File: src/sv/cfa_pkg.sv
// shared constants and control types of the contiguous fit allocator
package cfa_pkg;

  localparam int CFA_UNITS = 1024;
  localparam int CFA_SLOTS = 16;
  localparam int CFA_AW    = 10;
  localparam int CFA_CW    = 11;
  localparam int CFA_IW    = 4;

  localparam logic [CFA_AW-1:0] CFA_TOP_RST = 10'd1023;

  localparam logic [1:0] OP_REQUEST = 2'd0;
  localparam logic [1:0] OP_RELEASE = 2'd1;
  localparam logic [1:0] OP_COMPACT = 2'd2;

  localparam logic [1:0] FIT_FIRST = 2'd0;
  localparam logic [1:0] FIT_BEST  = 2'd1;
  localparam logic [1:0] FIT_WORST = 2'd2;

  localparam logic [1:0] ST_DONE   = 2'd0;
  localparam logic [1:0] ST_NO_FIT = 2'd1;
  localparam logic [1:0] ST_IN_USE = 2'd2;

  typedef struct packed {
    logic load;
    logic scan;
    logic fill;
    logic compact;
  } cfa_cmd_t;

  typedef struct packed {
    logic go_scan;
    logic go_fill;
    logic go_compact;
    logic scan_last;
    logic found;
    logic fill_last;
    logic compact_last;
  } cfa_stat_t;

endpackage

File: src/sv/cfa_ctrl.sv
// controller state machine of the contiguous fit allocator
module cfa_ctrl (
  input  logic              clk,
  input  logic              rst_n,
  input  logic              start,
  input  cfa_pkg::cfa_stat_t st,
  output cfa_pkg::cfa_cmd_t  cmd,
  output logic              busy,
  output logic              out_valid
);
  import cfa_pkg::*;

  typedef enum logic [2:0] {
    S_INIT, S_IDLE, S_SCAN, S_FILL, S_COMPACT, S_RESP
  } state_t;

  state_t state_r, state_nxt;
  logic   busy_r, valid_r;

  always_comb begin
    state_nxt   = state_r;
    cmd         = '0;
    unique case (state_r)
      S_INIT: begin
        cmd.compact = 1'b1;
        if (st.compact_last) state_nxt = S_IDLE;
      end
      S_IDLE: begin
        if (start) begin
          cmd.load = 1'b1;
          if (st.go_scan)         state_nxt = S_SCAN;
          else if (st.go_fill)    state_nxt = S_FILL;
          else if (st.go_compact) state_nxt = S_COMPACT;
          else                    state_nxt = S_RESP;
        end
      end
      S_SCAN: begin
        cmd.scan = 1'b1;
        if (st.scan_last) state_nxt = st.found ? S_FILL : S_RESP;
      end
      S_FILL: begin
        cmd.fill = 1'b1;
        if (st.fill_last) state_nxt = S_RESP;
      end
      S_COMPACT: begin
        cmd.compact = 1'b1;
        if (st.compact_last) state_nxt = S_RESP;
      end
      S_RESP:  state_nxt = S_IDLE;
      default: state_nxt = S_IDLE;
    endcase
  end

  always_ff @(posedge clk) begin
    if (!rst_n) begin
      state_r <= S_INIT;
      busy_r  <= 1'b1;
      valid_r <= 1'b0;
    end else begin
      state_r <= state_nxt;
      busy_r  <= (state_nxt != S_IDLE);
      valid_r <= (state_nxt == S_RESP);
    end
  end

  assign busy      = busy_r;
  assign out_valid = valid_r;

endmodule

File: src/sv/cfa_dp.sv
// datapath of the contiguous fit allocator: occupancy memory, slot table, hole scan
module cfa_dp (
  input  logic                        clk,
  input  logic                        rst_n,
  input  cfa_pkg::cfa_cmd_t           cmd,
  output cfa_pkg::cfa_stat_t          st,
  input  logic                        cfg_wr_en,
  input  logic [cfa_pkg::CFA_AW-1:0]  cfg_wr_data,
  input  logic [1:0]                  in_operation,
  input  logic [cfa_pkg::CFA_IW-1:0]  in_process_id,
  input  logic [cfa_pkg::CFA_CW-1:0]  in_request_size,
  input  logic [1:0]                  in_fit_policy,
  output logic [1:0]                  out_status,
  output logic [cfa_pkg::CFA_AW-1:0]  out_granted_start
);
  import cfa_pkg::*;

  logic                occ_mem [CFA_UNITS];
  logic                rd_data_r;

  logic [CFA_AW-1:0]   top_r;
  logic [CFA_IW-1:0]   id_r;
  logic [CFA_CW-1:0]   size_r;
  logic [1:0]          pol_r;

  logic [CFA_SLOTS-1:0] slot_valid_r;
  logic [CFA_AW-1:0]   slot_start_r [CFA_SLOTS];
  logic [CFA_CW-1:0]   slot_size_r  [CFA_SLOTS];
  logic [CFA_CW-1:0]   used_r;

  logic [CFA_CW-1:0]   addr_r, addr_d_r, cnt_r, dst_r;
  logic                rd_vld_r, fill_r;

  logic [CFA_AW-1:0]   run_start_r, run_start_nxt, best_start_r, best_start_nxt;
  logic [CFA_CW-1:0]   run_len_r, run_len_nxt, best_len_r, best_len_nxt;
  logic                found_r, found_nxt;

  logic [1:0]          status_r;
  logic [CFA_AW-1:0]   granted_r;

  logic [CFA_CW-1:0]   top_p1;
  logic                bad_req, issue, scan_bit;
  logic                mem_we, mem_wdata;
  logic [CFA_SLOTS-1:0] hit_vec;
  logic [CFA_CW-1:0]   hit_size;

  assign top_p1  = {1'b0, top_r} + CFA_CW'(1);
  assign bad_req = (in_fit_policy != FIT_FIRST && in_fit_policy != FIT_BEST &&
                    in_fit_policy != FIT_WORST) ||
                   (in_request_size == '0) || (in_request_size > top_p1);

  assign st.go_scan      = (in_operation == OP_REQUEST) && !slot_valid_r[in_process_id] &&
                           !bad_req;
  assign st.go_fill      = (in_operation == OP_RELEASE) && slot_valid_r[in_process_id];
  assign st.go_compact   = (in_operation == OP_COMPACT);
  assign st.scan_last    = rd_vld_r && (addr_d_r == top_p1);
  assign st.found        = found_nxt;
  assign st.fill_last    = (cnt_r == CFA_CW'(1));
  assign st.compact_last = (addr_r == CFA_CW'(CFA_UNITS - 1));

  assign issue    = (addr_r <= top_p1);
  // units past the top read as occupied so the last hole closes
  assign scan_bit = (addr_d_r > {1'b0, top_r}) | rd_data_r;

  // hole tracking
  always_comb begin
    run_start_nxt  = run_start_r;
    run_len_nxt    = run_len_r;
    best_start_nxt = best_start_r;
    best_len_nxt   = best_len_r;
    found_nxt      = found_r;
    if (cmd.scan && rd_vld_r) begin
      if (!scan_bit) begin
        if (run_len_r == '0) run_start_nxt = addr_d_r[CFA_AW-1:0];
        run_len_nxt = run_len_r + CFA_CW'(1);
      end else begin
        if (run_len_r != '0 && run_len_r >= size_r &&
            (!found_r || (pol_r == FIT_BEST && run_len_r < best_len_r) ||
             (pol_r == FIT_WORST && run_len_r > best_len_r))) begin
          best_start_nxt = run_start_r;
          best_len_nxt   = run_len_r;
          found_nxt      = 1'b1;
        end
        run_len_nxt = '0;
      end
    end
  end

  // slot whose region starts at the compaction address
  always_comb begin
    hit_size = '0;
    for (int i = 0; i < CFA_SLOTS; i++) begin
      hit_vec[i] = slot_valid_r[i] && ({1'b0, slot_start_r[i]} == addr_r);
      if (hit_vec[i]) hit_size = hit_size | slot_size_r[i];
    end
  end

  assign mem_we    = cmd.fill | cmd.compact;
  assign mem_wdata = cmd.fill ? fill_r : (addr_r < used_r);

  always_ff @(posedge clk) begin
    if (mem_we) occ_mem[addr_r[CFA_AW-1:0]] <= mem_wdata;
    rd_data_r <= occ_mem[addr_r[CFA_AW-1:0]];
  end

  // control registers
  always_ff @(posedge clk) begin
    if (!rst_n) begin
      top_r        <= CFA_TOP_RST;
      slot_valid_r <= '0;
      used_r       <= '0;
      addr_r       <= '0;
      dst_r        <= '0;
      rd_vld_r     <= 1'b0;
    end else begin
      if (cfg_wr_en) top_r <= cfg_wr_data;
      rd_vld_r <= cmd.scan && issue;
      if (cmd.load) begin
        addr_r <= st.go_fill ? {1'b0, slot_start_r[in_process_id]} : '0;
        dst_r  <= '0;
        if (st.go_fill) begin
          slot_valid_r[in_process_id] <= 1'b0;
          used_r <= used_r - slot_size_r[in_process_id];
        end
      end else if (cmd.scan) begin
        if (st.scan_last && found_nxt) begin
          addr_r <= {1'b0, best_start_nxt};
          slot_valid_r[id_r] <= 1'b1;
          used_r <= used_r + size_r;
        end else if (issue) begin
          addr_r <= addr_r + CFA_CW'(1);
        end
      end else if (cmd.fill) begin
        addr_r <= addr_r + CFA_CW'(1);
      end else if (cmd.compact) begin
        addr_r <= st.compact_last ? '0 : addr_r + CFA_CW'(1);
        if (hit_vec != '0) dst_r <= dst_r + hit_size;
      end
    end
  end

  // payload registers
  always_ff @(posedge clk) begin
    addr_d_r <= addr_r;
    if (cmd.load) begin
      id_r        <= in_process_id;
      size_r      <= in_request_size;
      pol_r       <= in_fit_policy;
      run_len_r   <= '0;
      found_r     <= 1'b0;
      granted_r   <= '0;
      cnt_r       <= slot_size_r[in_process_id];
      fill_r      <= 1'b0;
      if (in_operation == OP_REQUEST && slot_valid_r[in_process_id]) status_r <= ST_IN_USE;
      else if (in_operation == OP_REQUEST && bad_req)                status_r <= ST_NO_FIT;
      else                                                           status_r <= ST_DONE;
    end else begin
      run_start_r  <= run_start_nxt;
      run_len_r    <= run_len_nxt;
      best_start_r <= best_start_nxt;
      best_len_r   <= best_len_nxt;
      found_r      <= found_nxt;
      if (cmd.scan && st.scan_last) begin
        if (found_nxt) begin
          granted_r <= best_start_nxt;
          status_r  <= ST_DONE;
          cnt_r     <= size_r;
          fill_r    <= 1'b1;
          slot_start_r[id_r] <= best_start_nxt;
          slot_size_r[id_r]  <= size_r;
        end else begin
          status_r <= ST_NO_FIT;
        end
      end
      if (cmd.fill) cnt_r <= cnt_r - CFA_CW'(1);
      if (cmd.compact) begin
        for (int i = 0; i < CFA_SLOTS; i++) begin
          if (hit_vec[i]) slot_start_r[i] <= dst_r[CFA_AW-1:0];
        end
      end
    end
  end

  assign out_status        = status_r;
  assign out_granted_start = granted_r;

endmodule

File: src/sv/contiguous_fit_allocator_top.sv
// top level of the contiguous fit allocator
// Manages units 0..top_address with an occupancy bitmap and 16 process slots.
// Input: assert start with in_operation, in_process_id, in_request_size and
// in_fit_policy; the item is taken at a clock edge where start is high and busy
// is low. One result comes back per item as a one-cycle out_valid strobe with
// out_status and out_granted_start; the receiver cannot stall it.
// Steps, paced by the single port of the occupancy memory (one unit per cycle):
//   request: hole scan over units 0..top_address, then, if a hole fits,
//            marking of the granted region, then the response
//   release: clearing of the slot's region, then the response
//   compact: all 1024 units swept, then response; rejected or unknown: response
// cfg_wr_en writes top_address from cfg_wr_data; write it only while idle.
// After reset the block sweeps all 1024 units of the occupancy memory to free
// with busy high; top_address resets to 1023 and all slots are empty.
module contiguous_fit_allocator_top (
  input  logic                        clk,
  input  logic                        rst_n,
  input  logic                        start,
  output logic                        busy,
  input  logic [1:0]                  in_operation,
  input  logic [cfa_pkg::CFA_IW-1:0]  in_process_id,
  input  logic [cfa_pkg::CFA_CW-1:0]  in_request_size,
  input  logic [1:0]                  in_fit_policy,
  output logic                        out_valid,
  output logic [1:0]                  out_status,
  output logic [cfa_pkg::CFA_AW-1:0]  out_granted_start,
  input  logic                        cfg_wr_en,
  input  logic [cfa_pkg::CFA_AW-1:0]  cfg_wr_data
);
  import cfa_pkg::*;

  cfa_cmd_t  cmd;
  cfa_stat_t st;

  cfa_ctrl u_ctrl (
    .clk       (clk),
    .rst_n     (rst_n),
    .start     (start),
    .st        (st),
    .cmd       (cmd),
    .busy      (busy),
    .out_valid (out_valid)
  );

  cfa_dp u_dp (
    .clk               (clk),
    .rst_n             (rst_n),
    .cmd               (cmd),
    .st                (st),
    .cfg_wr_en         (cfg_wr_en),
    .cfg_wr_data       (cfg_wr_data),
    .in_operation      (in_operation),
    .in_process_id     (in_process_id),
    .in_request_size   (in_request_size),
    .in_fit_policy     (in_fit_policy),
    .out_status        (out_status),
    .out_granted_start (out_granted_start)
  );

endmodule

File: config.mk
export PLATFORM = sky130hd
export DESIGN_NAME = contiguous_fit_allocator_top
export DESIGN_NICKNAME = d
export VERILOG_FILES = /design/src/sv/cfa_pkg.sv /design/src/sv/cfa_ctrl.sv /design/src/sv/cfa_dp.sv /design/src/sv/contiguous_fit_allocator_top.sv
export SDC_FILE = /design/constraint.sdc
export NUM_CORES = 2
export LEC_CHECK = 0
export ABC_AREA = 1
export BUFFER_PORTS_ARGS = -buffer_cell sky130_fd_sc_hd__buf_2
export CAP_MARGIN = 0
export CORE_UTILIZATION = 60
export DETAILED_ROUTE_END_ITERATION = 8
export PLACE_DENSITY = 0.76
export SLEW_MARGIN = 15
export SYNTH_ARGS = -nofsm -noshare
export SYNTH_HDL_FRONTEND = slang
export SYNTH_SLANG_ARGS = --single-unit
File: constraint.sdc
create_clock -name clk -period 67.4 [get_ports clk]
set_clock_uncertainty 0.1 [all_clocks]
set_input_delay 3.37 -clock clk [delete_from_list [all_inputs] [get_ports clk]]
set_output_delay 3.37 -clock clk [all_outputs]
set_load 0.02 [all_outputs]
* After elaboration in Yosys (flattened, before gate mapping) *
Memories as Yosys holds them, arrays and structs flattened. A register that Yosys moved wholly into a read port is not among the register bits.
Cells that the tools add are included.
Widths: inputs -> output; s select.

word-level totals
  register bits after elaboration = 160
  bits in writable memories = 1360
  output and inout bits = 14
  memories = 3

memory list
  memory             depth  bits a word  read ports  clocked after memory_dff  write ports  line          source
  u_dp.occ_mem       1024   1            1           1                         1            cfa_dp.sv:18  logic occ_mem [CFA_UNITS];
  u_dp.slot_size_r   16     11           17          0                         1            cfa_dp.sv:28  logic [CFA_CW-1:0] slot_size_r [CFA_SLOTS];
  u_dp.slot_start_r  16     10           17          0                         16           cfa_dp.sv:27  logic [CFA_AW-1:0] slot_start_r [CFA_SLOTS];

cells by class
  add/subtract/negate cells = 7
  order comparisons = 11
  equal/unequal tests = 33
  multiplexer cells = 143
  bitwise gates (word level) = 25
  reduce and logical (&&, ||, !) cells = 64

operators with widths
  cell                   number
  $mux 11                32
  $eq 10x11->1           16
  $or 11x11->11          15
  $mux 1                 86
  $mux 16                4
  $mux 10                5
  $logic_and 1x1->1      34
  $mux 3                 8
  $add 11x1->11 const B  2
  $add 11x11->11         2
  $gt 11x11->1           2
  $logic_not 11->1       2
  $lt 11x11->1           2
  $and 16x16->16         1
  $not 16->16            1
  $or 16x16->16          1
  $reduce_bool 16->1     1
  $pmux 3 s5             1
  $reduce_and 4->1       3
  $add 10x1->11 const B  1
  $eq 11x1->1 const B    1
  $eq 11x10->1 const B   1
  $eq 11x11->1           1
  $ge 11x11->1           1
  33 further kinds       60

* Depth between registers and ports, before layout *
An unclocked memory read counts as a cell.

  depth after elaboration = 35
  mapped depth = 27
  gate-level depth less buffers = 25

* Hierarchy *
Synthesis repeated with hierarchy kept, for this count alone.

second synthesis, totals
  cells, all modules = 7619
  area, all modules = 72794.8 um^2

by module, submodules not included
  module    times used  cells each  area an instance (um^2)
  cfa_dp    1           7562        72473.3
  cfa_ctrl  1           57          321.6

* Least setup slack after synthesis *
No wires, ideal clock.

  path type = flip-flop to flip-flop
  start = register u_ctrl.state_r[1]
  end = memory u_dp.occ_mem[0] (data pin)
  setup time = 8.136 ns
  arrival time = 40.675 ns
  setup slack = 18.489 ns
  stages on the path, launching flop included = 8
  clock period less this slack = 48.911 ns
  cells stage by stage = dfxtp_1 inv_2 nor2_2 inv_2 nor2_1 clkinv_1 clkbuf_1 o21ai_0

on the way
  word-level cells in the longest chain between the ends = 3

ends and longest elaborated chain
  what                      line            source
  start: declaration        cfa_ctrl.sv:17  state_t state_r, state_nxt;
  start signal: assignment  cfa_ctrl.sv:60  state_r <= state_nxt;
  $eq 3x2->1                cfa_ctrl.sv:23  unique case (state_r)
  $mux 1                    cfa_ctrl.sv:23
  $mux 1                    cfa_dp.sv:99    assign mem_wdata = cmd.fill ? fill_r : (addr_r < used_r);
  via u_dp.mem_wdata        cfa_dp.sv:43    logic mem_we, mem_wdata;
  end: declaration          cfa_dp.sv:18

The timed path passes the listed nets, and every way through them passes these cells.

* Worst setup path in the final report *
  start = input in_process_id[1] (netlist bit)
  end = register u_dp.used_r[10]

on the way
  word-level cells in the longest chain between the ends = 5

ends and longest elaborated chain
  what                                                                   line                                source
  start: declaration                                                     contiguous_fit_allocator_top.sv:21  input logic [cfa_pkg::CFA_IW-1:0] in_process_id,
  parallel branches: the longest is 5 deep, another holds $mem_v2 16x11  n/a
  end signal: assignment                                                 cfa_dp.sv:123                       used_r <= used_r - slot_size_r[in_process_id];
  end signal: assignment                                                 cfa_dp.sv:129                       used_r <= used_r + size_r;
  end: declaration                                                       cfa_dp.sv:29                        logic [CFA_CW-1:0] used_r;

Parallel ways; which one is timed is not known. The select of a mux whose other input is x is not followed.
A chain may end at the register's enable or synchronous reset.

==> reports/results.txt <==
Distinct cells, synth: 54
Chip Width: 350 um
Yosys reg bits: 1520
Cells along the critical path: buf_2 -> buf_4 -> nor2_4 -> buf_4 -> a22oi_1 -> o221ai_1 -> nand2_1 -> a41oi_1 -> a31oi_1 -> ha_1 -> nand2_1 -> o21ai_0 -> a21boi_0 -> o21ai_0 -> a21oi_1 -> nor2_1 -> nor2_1 -> xor2_1 -> nand2_1 -> a21oi_1
Ys flop type: edfxtp_1
Syn nets: 7650
Initial antenna violation count: 3
CTS Root Cell: clkbuf_16
Final HPWL DP: 143 mm
Yosys top cell by area: edfxtp_1
Synth Instances: 7522
Largest net degree at the start of global routing: 296
Skew-Pair Late Insertion Delay: 0.82 ns
Rows: 127
First-pass GRT wire length: 352 mm
Final instance area: 78700 um2
Sink Count: 1520
Post-synthesis xor/xnor area fraction: 0.0117
Worst slew pin tran: 1.19 ns
Initial Utilization: 0.606
Sequential share of the synthesized area: 0.614
Worst IR Drop VDD: 0.0000271 V
CTS max path bufs: 3
Height of the die: 350 um
Final wirelength: 245 mm
Critical path capture point type: register
Htree depth: 4
Via density: 6.55
Unrepaired setup endpoints after global routing: false
Gpl congestion: 1.06
GRT overflow: 0
Commonest non-fill, non-tap cells in the layout: nor2_1 (1811), edfxtp_1 (1421), nand2_1 (1052), o21ai_0 (854), inv_1 (345)
Final Critical Period: 7.41 ns
Slowest library cell on the worst path: nor2_4
# setup viols final: 0
Post-cts sizing count: 0
Via Count: 59.1k
Die ar.: 123000 um2
Area contributors post-synth: edfxtp_1 (59%), nor2_1 (9.4%), o21ai_0 (5.9%), nand2_1 (5.6%), dfxtp_1 (2.7%)
Total track usage: 0.395
CP required: 67.99 ns
First DRT Iteration DRCs: 10.4k
# Post-CTS Setup Buffers: 0
Most common cell after layout, fill and taps aside: nor2_1
PwrDens: 27.0 nW/um2
Hold Path Class: reg -> reg
Asr flop ratio synth: 0
Source of the worst hold timing path: u_dp.out_granted_start[9]
Post-synthesis adder-cell area fraction: 0.0166
CORE AREA: 120000 um2
Hold path depth: 2
Reg-to-reg slack, setup: 60.43 ns
Post-Synth Simple-Gate Area: 0.183
WL/cell: 27.2 um
Filler cells: 9358
Worst reg2reg path depth: 17
Peak Freq: 0.135 GHz
Worst setup margin: 59.99 ns
Yosys warns: 0
Setup WS pre-CTS: 59.31 ns
Layout Nets: 7418
Worst path max stage delay: 0.78 ns
Number of port buffers: 46
Clock transition at path regs: 0.07 ns
Layout Area Growth over Synthesis: 8.28%
Hold Buf Count CTS: 0
Proportion of layout cells with a drive suffix above 1: 0.0725
Hold Vio Cnt, Final: 0
Yosys top cell area share: 0.587
RR Endpoint: u_dp.occ_mem[528]
Reg-to-reg startpoint: u_dp.addr_r[0]
Maxcap violations: 0
Pins Over Slew Limit: 0
TritonRoute pass-1 iters: 9
Syn_area_per_cell: 9.66 um2
Leak: 27.3 nW
Status: completed
CP max FO: 53
Routed Antenna Nets: 0
CP Class: in -> reg
CP startpoint kind: input port
Setup TNS: 0 ns
Combinational family with the most area after synthesis: simple AND/OR/NAND/NOR gates
Slew HR: 0.206
CTS tree: yes
Clock buffer count from CTS: 157
Vias in the first global route: 53.5k
Number of primary I/O pins: 47
Placed Area: 73600 um2
Compound-Gate Fraction of Synth Area: 0.120
Critical Path Most Common Cell: nand2_1
Worst EP arrival: 8.00 ns
Post-Syn Area: 72700 um2
Hold endpoint: u_dp.out_granted_start[9]
Final period utilization: 0.110
DRC Markers: 0
Mux contribution to synthesized area: 0
Post-synth EDFFs: 1421
-- cell families after synthesis --
group | after synthesis
AND/OR/NAND/NOR | 3322
flip-flops | 1520
AO/OA/AOI/OAI | 1544
adder cells (fa/ha/maj) | 95
buffers and inverters | 944
XOR/XNOR | 97
-- worst max path at each step --
stage	from	end	slack (ns)	cells after the start
floorplan	u_ctrl.state_r[1]	u_dp.occ_mem[0]	18.49	7
finish	in_process_id[1]	u_dp.used_r[10]	59.99	20
global placement	in_process_id[1]	u_dp.used_r[10]	59.33	20
detailed placement	in_process_id[1]	u_dp.used_r[10]	59.31	20
global route	in_process_id[0]	u_dp.used_r[10]	59.69	23
CTS	in_process_id[1]	u_dp.used_r[10]	60.16	20
-- registers in the layout (all words and copies together) (netlist names), 11 cells and up --
register / count
u_dp.run_len_r: 11
u_dp.addr_r: 11
u_dp.slot_start_r: 160
u_dp.slot_size_r: 176
u_dp.size_r: 11
u_dp.cnt_r: 11
u_dp.occ_mem: 1024
u_dp.best_len_r: 11
u_dp.slot_valid_r: 16
u_dp.used_r: 11
u_dp.addr_d_r: 11
-- critical path: cells and delay by family --
kind            cells  cell delay (ns)
compound gates      9             1.89
buf+inv             3             0.96
fa+ha+maj           1             0.38
simple gates        6             1.16
xor+xnor            1             0.15
-- cell type report --
| class | count | area [um2] | area share |
|---|---|---|---|
| multi-input cells | 5058 | 24300 | 0.309 |
| inverters | 382 | 1450 | 0.0184 |
| flip-flops and latches | 1520 | 44700 | 0.567 |
| clock inverters | 92 | 915 | 0.0116 |
| repair buffers | 171 | 1180 | 0.0150 |
| clock buffers | 194 | 4130 | 0.0525 |
| diodes | 3 | 7.51 | 0.0000954 |
| well taps | 1612 | 2020 | 0.0256 |
-- power breakdown --
| group | internal (mW) | total (mW) | switching [mW] |
|---|---|---|---|
| clock | 0.481 | 0.859 | 0.378 |
| combinational | 0.0459 | 0.200 | 0.154 |
| sequential | 1.06 | 1.07 | 0.00410 |
-- synthesized netlist by cell type (16+ instances only) --
| master | instances |
|---|---|
| o21ai_1 | 41 |
| a22oi_1 | 74 |
| inv_2 | 20 |
| buf_4 | 26 |
| nand4_1 | 78 |
| nand3_1 | 132 |
| ha_1 | 93 |
| nor2_1 | 1827 |
| o22ai_1 | 268 |
| nand3b_1 | 16 |
| nand2_2 | 24 |
| inv_1 | 348 |
| a22o_1 | 17 |
| buf_2 | 123 |
| edfxtp_1 | 1421 |
| nor4_1 | 21 |
| nor3_1 | 96 |
| buf_1 | 69 |
| xnor2_1 | 28 |
| o21ai_0 | 855 |
| xor2_1 | 69 |
| clkbuf_1 | 328 |
| nand2_1 | 1087 |
| a21oi_1 | 152 |
| buf_6 | 16 |
| o221ai_1 | 53 |
| o31ai_1 | 19 |
| dfxtp_1 | 99 |
-- metrics by stage --
stage	instances	util	power [mW]	hold WS (ns)
floorplan	7522	-	1.33	0.272
global placement	8743	0.614	1.27	0.349
detailed placement	8743	0.614	1.28	0.354
CTS	9029	0.656	2.12	0.364
global route	9030	0.656	2.18	0.384
finish	9032	0.656	2.13	0.363
-- layer usage --
metal	wire length [um]	GRT usage
met1	91000	0.552
met2	104000	0.567
met3	37000	0.110
met4	13700	0.196
met5	46	0
(Power assumes the default switching activity.)
